### config.mk
export PLATFORM = sky130hd
export DESIGN_NAME = lsnc_ctrl
export DESIGN_NICKNAME = d
export VERILOG_FILES = /design/src/rtl/lsnc_pkg.sv /design/src/rtl/lsnc_ctrl.sv
export SDC_FILE = /design/constraint.sdc
export NUM_CORES = 1
export LEC_CHECK = 0
export BUFFER_PORTS_ARGS = -buffer_cell sky130_fd_sc_hd__buf_4
export CAP_MARGIN = 5
export CELL_PAD_IN_SITES_DETAIL_PLACEMENT = 1
export CELL_PAD_IN_SITES_GLOBAL_PLACEMENT = 1
export CORE_AREA = 2 2 39 41
export CTS_CLUSTER_DIAMETER = 120
export CTS_CLUSTER_SIZE = 30
export DETAILED_ROUTE_END_ITERATION = 10
export DIE_AREA = 0 0 41 43
export PLACE_DENSITY_LB_ADDON = 0.1
export SYNTH_ARGS = -nofsm -noshare
export SYNTH_HDL_FRONTEND = slang
export SYNTH_SLANG_ARGS = --single-unit
### constraint.sdc
create_clock -name clk_i -period 1.61 [get_ports clk_i]
set_input_delay 0.0805 -clock clk_i [delete_from_list [all_inputs] [get_ports clk_i]]
set_output_delay 0.0805 -clock clk_i [all_outputs]
set_load 0.03 [all_outputs]
### src/rtl/lsnc_pkg.sv
// Package for the spline network classifier: payload structs, command codes,
// controller states and the sigmoid knot table. No dependencies.
package lsnc_pkg;

  localparam int unsigned EdgesDef    = 16;
  localparam int unsigned SegmentsDef = 8;
  localparam int unsigned SamplesDef  = 16;
  localparam int unsigned SampleDepth = 2048;
  localparam int unsigned SegDepth    = 128;
  localparam int unsigned CfgIdxW     = 2;

  typedef enum logic [1:0] {
    CMD_SAMPLE  = 2'd0,
    CMD_SEGMENT = 2'd1,
    CMD_FEATURE = 2'd2,
    CMD_NONE    = 2'd3
  } cmd_e;

  typedef enum logic [1:0] {
    REG_RANGE_MIN = 2'd0,
    REG_RANGE_MAX = 2'd1,
    REG_SEG_RATE  = 2'd2,
    REG_THRESHOLD = 2'd3
  } reg_e;

  typedef struct packed {
    logic [1:0]         cmd;
    logic [10:0]        table_index;
    logic [7:0]         quant_sample;
    logic signed [15:0] seg_offset;
    logic [15:0]        seg_scale;
    logic signed [15:0] feature;
  } in_item_t;

  typedef struct packed {
    logic               decision;
    logic signed [31:0] logit;
    logic [15:0]        probability;
  } out_item_t;

  typedef enum logic [3:0] {
    ST_IDLE,
    ST_POS,
    ST_SEG,
    ST_FRAC,
    ST_READ,
    ST_DEQ0,
    ST_DEQ1,
    ST_MIX0,
    ST_MIX1,
    ST_ACC,
    ST_SIG,
    ST_OUT
  } state_e;

  // Commands from the controller to the datapath.
  typedef struct packed {
    logic load;
    logic pos;
    logic seg;
    logic frac;
    logic rd;
    logic deq0;
    logic deq1;
    logic mix0;
    logic mix1;
    logic acc;
    logic sig;
    logic emit;
  } ctrl_t;

  typedef struct packed {
    logic last_edge;
    logic out_busy;
  } stat_t;

  function automatic logic [15:0] sig_knot(input logic [3:0] n);
    logic [15:0] k;
    unique case (n)
      4'd0: k = 16'd32768;
      4'd1: k = 16'd47911;
      4'd2: k = 16'd57724;
      4'd3: k = 16'd62428;
      4'd4: k = 16'd64357;
      4'd5: k = 16'd65097;
      4'd6: k = 16'd65374;
      4'd7: k = 16'd65476;
      default: k = 16'd65514;
    endcase
    return k;
  endfunction

endpackage

### src/rtl/lsnc_ctrl.sv
// Controller state machine of the spline network classifier.
// Depends on lsnc_pkg.
module lsnc_ctrl (
  input  logic            clk_i,
  input  logic            rst_ni,
  input  logic            in_valid_i,
  input  lsnc_pkg::cmd_e  in_cmd_i,
  input  lsnc_pkg::stat_t stat_i,
  output logic            in_stall_o,
  output lsnc_pkg::ctrl_t ctrl_o
);
  import lsnc_pkg::*;

  state_e state_q, state_d;
  logic   take;

  assign in_stall_o = (state_q != ST_IDLE);
  assign take       = in_valid_i && (state_q == ST_IDLE);

  always_ff @(posedge clk_i or negedge rst_ni) begin
    if (!rst_ni) begin
      state_q <= ST_IDLE;
    end else begin
      state_q <= state_d;
    end
  end

  always_comb begin
    state_d = state_q;
    unique case (state_q)
      ST_IDLE: if (take && in_cmd_i == CMD_FEATURE) state_d = ST_POS;
      ST_POS:  state_d = ST_SEG;
      ST_SEG:  state_d = ST_FRAC;
      ST_FRAC: state_d = ST_READ;
      ST_READ: state_d = ST_DEQ0;
      ST_DEQ0: state_d = ST_DEQ1;
      ST_DEQ1: state_d = ST_MIX0;
      ST_MIX0: state_d = ST_MIX1;
      ST_MIX1: state_d = ST_ACC;
      ST_ACC:  state_d = stat_i.last_edge ? ST_SIG : ST_IDLE;
      // The output register is only refilled once the previous result has left.
      ST_SIG:  if (!stat_i.out_busy) state_d = ST_OUT;
      ST_OUT:  if (!stat_i.out_busy) state_d = ST_IDLE;
      default: state_d = ST_IDLE;
    endcase
  end

  always_comb begin
    ctrl_o      = '0;
    ctrl_o.load = take;
    unique case (state_q)
      ST_POS:  ctrl_o.pos  = 1'b1;
      ST_SEG:  ctrl_o.seg  = 1'b1;
      ST_FRAC: ctrl_o.frac = 1'b1;
      ST_READ: ctrl_o.rd   = 1'b1;
      ST_DEQ0: ctrl_o.deq0 = 1'b1;
      ST_DEQ1: ctrl_o.deq1 = 1'b1;
      ST_MIX0: ctrl_o.mix0 = 1'b1;
      ST_MIX1: ctrl_o.mix1 = 1'b1;
      ST_ACC:  ctrl_o.acc  = 1'b1;
      ST_SIG:  ctrl_o.sig  = !stat_i.out_busy;
      ST_OUT:  ctrl_o.emit = !stat_i.out_busy;
      default: ;
    endcase
  end

endmodule

Word-level counts from Yosys, hierarchy flattened
Cells that the tools add are included.
{"block": "word_totals", "reg_bits": 4, "out_inout_bits": 13, "input_bits": 7}
{"block": "op_classes", "n_mux": 16, "n_reduce_logical": 6, "eq_ne": 15}
{"op": "$pmux 4 s12", "n": 1}
{"op": "$eq 4x3->1 const B", "n": 4}
{"op": "$eq 4x4->1 const B", "n": 4}
{"op": "$mux 4", "n": 4}
{"op": "$mux 1", "n": 11}
{"op": "$eq 4x2->1 const B", "n": 2}
{"op": "$eq 4x1->1 const B", "n": 1}
{"op": "$logic_not 4->1", "n": 1}
{"op": "$ne 2x2->1 const B", "n": 2}
{"op": "$reduce_bool 4->1", "n": 1}
{"op": "$reduce_and 3->1", "n": 1}
{"op": "$eq 2x2->1 const B", "n": 1}
{"op": "$logic_and 1x1->1", "n": 2}
{"op": "$ne 2x1->1 const B", "n": 1}
{"op": "$logic_not 1->1", "n": 1}

Longest topological paths before layout
{"block": "depth", "word_depth": 5, "ltp_mapped": 4, "ltp_nobuf": 3}

Least setup slack after synthesis
No wires, ideal clock.
{"block": "synth_path", "path_kind": "flip-flop to output port", "from": "reg state_q[2]", "to": "out ctrl_o[0] (netlist bit)", "arrival_ns": 1.396, "n_path_buf": 1, "stages_incl_launch_ff": 4, "path_slack_ns": 0.134, "path_cell_list": "dfrtp_1 > buf_4 > nand2b_1 > nor3_1"}
{"item": "start: declaration", "line": "lsnc_ctrl.sv:14", "rtl": "state_e state_q, state_d;"}
{"item": "start signal: assignment", "line": "lsnc_ctrl.sv:24", "rtl": "state_q <= state_d;"}
{"item": "end: declaration", "line": "lsnc_ctrl.sv:10", "rtl": "output lsnc_pkg::ctrl_t ctrl_o"}

==> run metrics <==
CTS tree=yes; std cell rows=14; Starting Density=roughly a quarter; drt drc=0; GR Overflow Total=0; area grow syn2layout=49.08%; CTS clk-pin slew, worst paths=0.04 ns; Worst EP arrival=between 1 and 1.5 ns; layout cells sized above 1=36.36%; Syn Inst Count=48; Tmin final=1.479 ns; Slew @ Worst Pin=0.3730 ns; Ports=20; ant diodes=0; Max Fclk=between 0.6 and 0.7 GHz; Max-Cap Viols=0; top post-synthesis cells by area=dfrtp_1 (30%), nor3_1 (10%), nor2_1 (7.7%); leakage power=0.2448 nW; CTS Buffer Depth=2; vias in the first global route=about 350; antenna violations before repair=0; VDD IR max=roughly 0.00066 V; RSZ-0062 raised after global routing=false; Yosys cell types=20; first-pass GRT wire length=1483 um; Tcrit/Tclk final=91.87%; post-route setup TNS=0 ns; Reg area=101.3 um^2; synthesized area per cell=slightly above 7 um^2; worst path cell trace=nand2b_1 -> nor3_1 -> buf_4; final core occ=36.53%; final setup violation count=0; Total Routing Usage GR=13.00%; CP Launch Type=flop; Final nets=75; ANT nets after route=0; Worst Skew=0.005191 ns; Initial DRT Pass Iterations=2; Layout fillers=177; Tot Pwr=~1.0 mW; outcome=complete, no violations; Crit. End Element=output pin; PD cells=1992 nW/um^2; largest area contributor in the netlist=dfrtp_1; crit-path leading delay family=flip-flops; crit path kind=flop to output pin; Core Region=1384 um^2; number of vias per cell=~4.8; register bit total from synthesis=4; drt total wl=953 um; Root Buffer=clkbuf_4; Slew headroom=around three quarters; final hold violation count=0; crit-path max FO=11; Largest regs=state_q (4); Routed wire per std cell=11.62 um; die height=43 um; post-CTS setup buffer count=0; max FFs per register=4; Die ar.=1763 um^2; Biggest register=state_q; commonest non-fill, non-tap cell in the layout=buf_4; CTS HTree Levels=1; Slew Viols, Final=0; design area=505.5 um^2; largest net degree at the start of global routing=15; Bufs and invs on worst path=1; required time of the critical path=1.53 ns; CP max stage cell=dfrtp_1; CP max stage delay=0.50 ns; post-synthesis sequential area ratio=29.52%; HP Class=primary input to asynchronous set/reset pin; vias=a little under 400; Inst Count DP=78; later-pin clock latency in the skew report=around 0.23 ns; RD Place Congestion=0.6572; Placed Area=between 400 and 500 um^2; multi-input logic area=201.4 um^2; CTS buffer count=3; DIE WIDTH=a little over 40 um; Port Buf Inserts=19; Net Count, Synth=55; Initial DRC Count=4; placed wire-length estimate=688.3 um; most frequent cells in the layout=buf_4 (19), nor2_1 (7), nor3_1 (7); clock tree sinks=4; fin cells=82; Syn. warnings=0; Synth Cell Area=339.1 um^2; Yosys top cell area share=between 20 and 30%
-- power by group --
part           internal [mW]  switching, mW
logic                  0.234          0.363
registers              0.149          0.139
clock network         0.0832         0.0384
total                  0.466          0.540
-- worst paths after layout --
path	start	to	slack (ns)	depth (start not counted)
hold / removal	rst_ni	state_q[1]	0.19	2
min in group clk_i	stat_i[0]	state_q[0]	0.20	3
max in group asynchronous	rst_ni	state_q[3]	1.31	2
hold reg to reg	state_q[3]	state_q[2]	0.61	1
setup reg to reg	state_q[2]	state_q[3]	0.44	3
setup / recovery	state_q[2]	ctrl_o[0]	0.13	3
-- area by class of cell --
class	instances	share of cell area, %
Multi-Input combinational cell	37	39.85
Sequential cell	4	20.05
Inverter	2	1.485
Timing Repair Buffer	20	30.20
Clock buffer	3	4.455
Tap cell	16	3.960
-- kinds of logic (layout without fill, tap and decap cells) --
kind of cell    count (synthesis)  after routing  share of synthesized area [%]
xor+xnor                        1              1                          2.583
flops                           4              4                          29.52
buf+inv                         7             25                          11.07
compound gates                  8              8                          14.76
simple gates                   28             28                          42.07
-- metrics by stage --
| step | worst slack, ns | hold WS, ns |
|---|---|---|
| after floorplan | 0.1336 | -0.2151 |
| after global placement | 0.3589 | -0.1197 |
| after detailed placement | 0.3557 | -0.1217 |
| after CTS | 0.1101 | 0.1669 |
| after global routing | 0.01039 | 0.1955 |
| final | 0.1308 | 0.1893 |
-- layer usage --
layer	routed length, um	GRT usage (%)	vias up
met5	0	0	-
met4	0	12.00	0
met3	24	3.141	0
met2	544	18.44	8
met1	384	14.98	184
li1	-	-	199
-- synthesized netlist by cell type --
library cell / n
xor2_1: 1
o21ai_0: 1
dfrtp_1: 4
nand2_1: 4
inv_1: 2
buf_2: 3
and3_1: 1
a211oi_1: 1
a22o_1: 1
nor2b_2: 1
and3b_1: 1
a21oi_1: 4
nand4_1: 1
o2bb2ai_1: 1
nor4_1: 1
nor3_1: 7
buf_4: 2
nand2b_1: 4
nor2_1: 7
nand3_1: 1
-- worst register-to-register path, delay by kind of cell (launching register included) --
family,cells,cell delay (ns)
flops,1,0.50
compound gates,2,0.33
simple gates,1,0.24
-- what timing repair did --
action	in CTS	in global routing
hold buffers	1	0
resized for setup	0	1
endpoints found under the setup margin	0	1
endpoints found under the hold margin	4	0
Note: power is estimated with default switching activity, not from simulation.
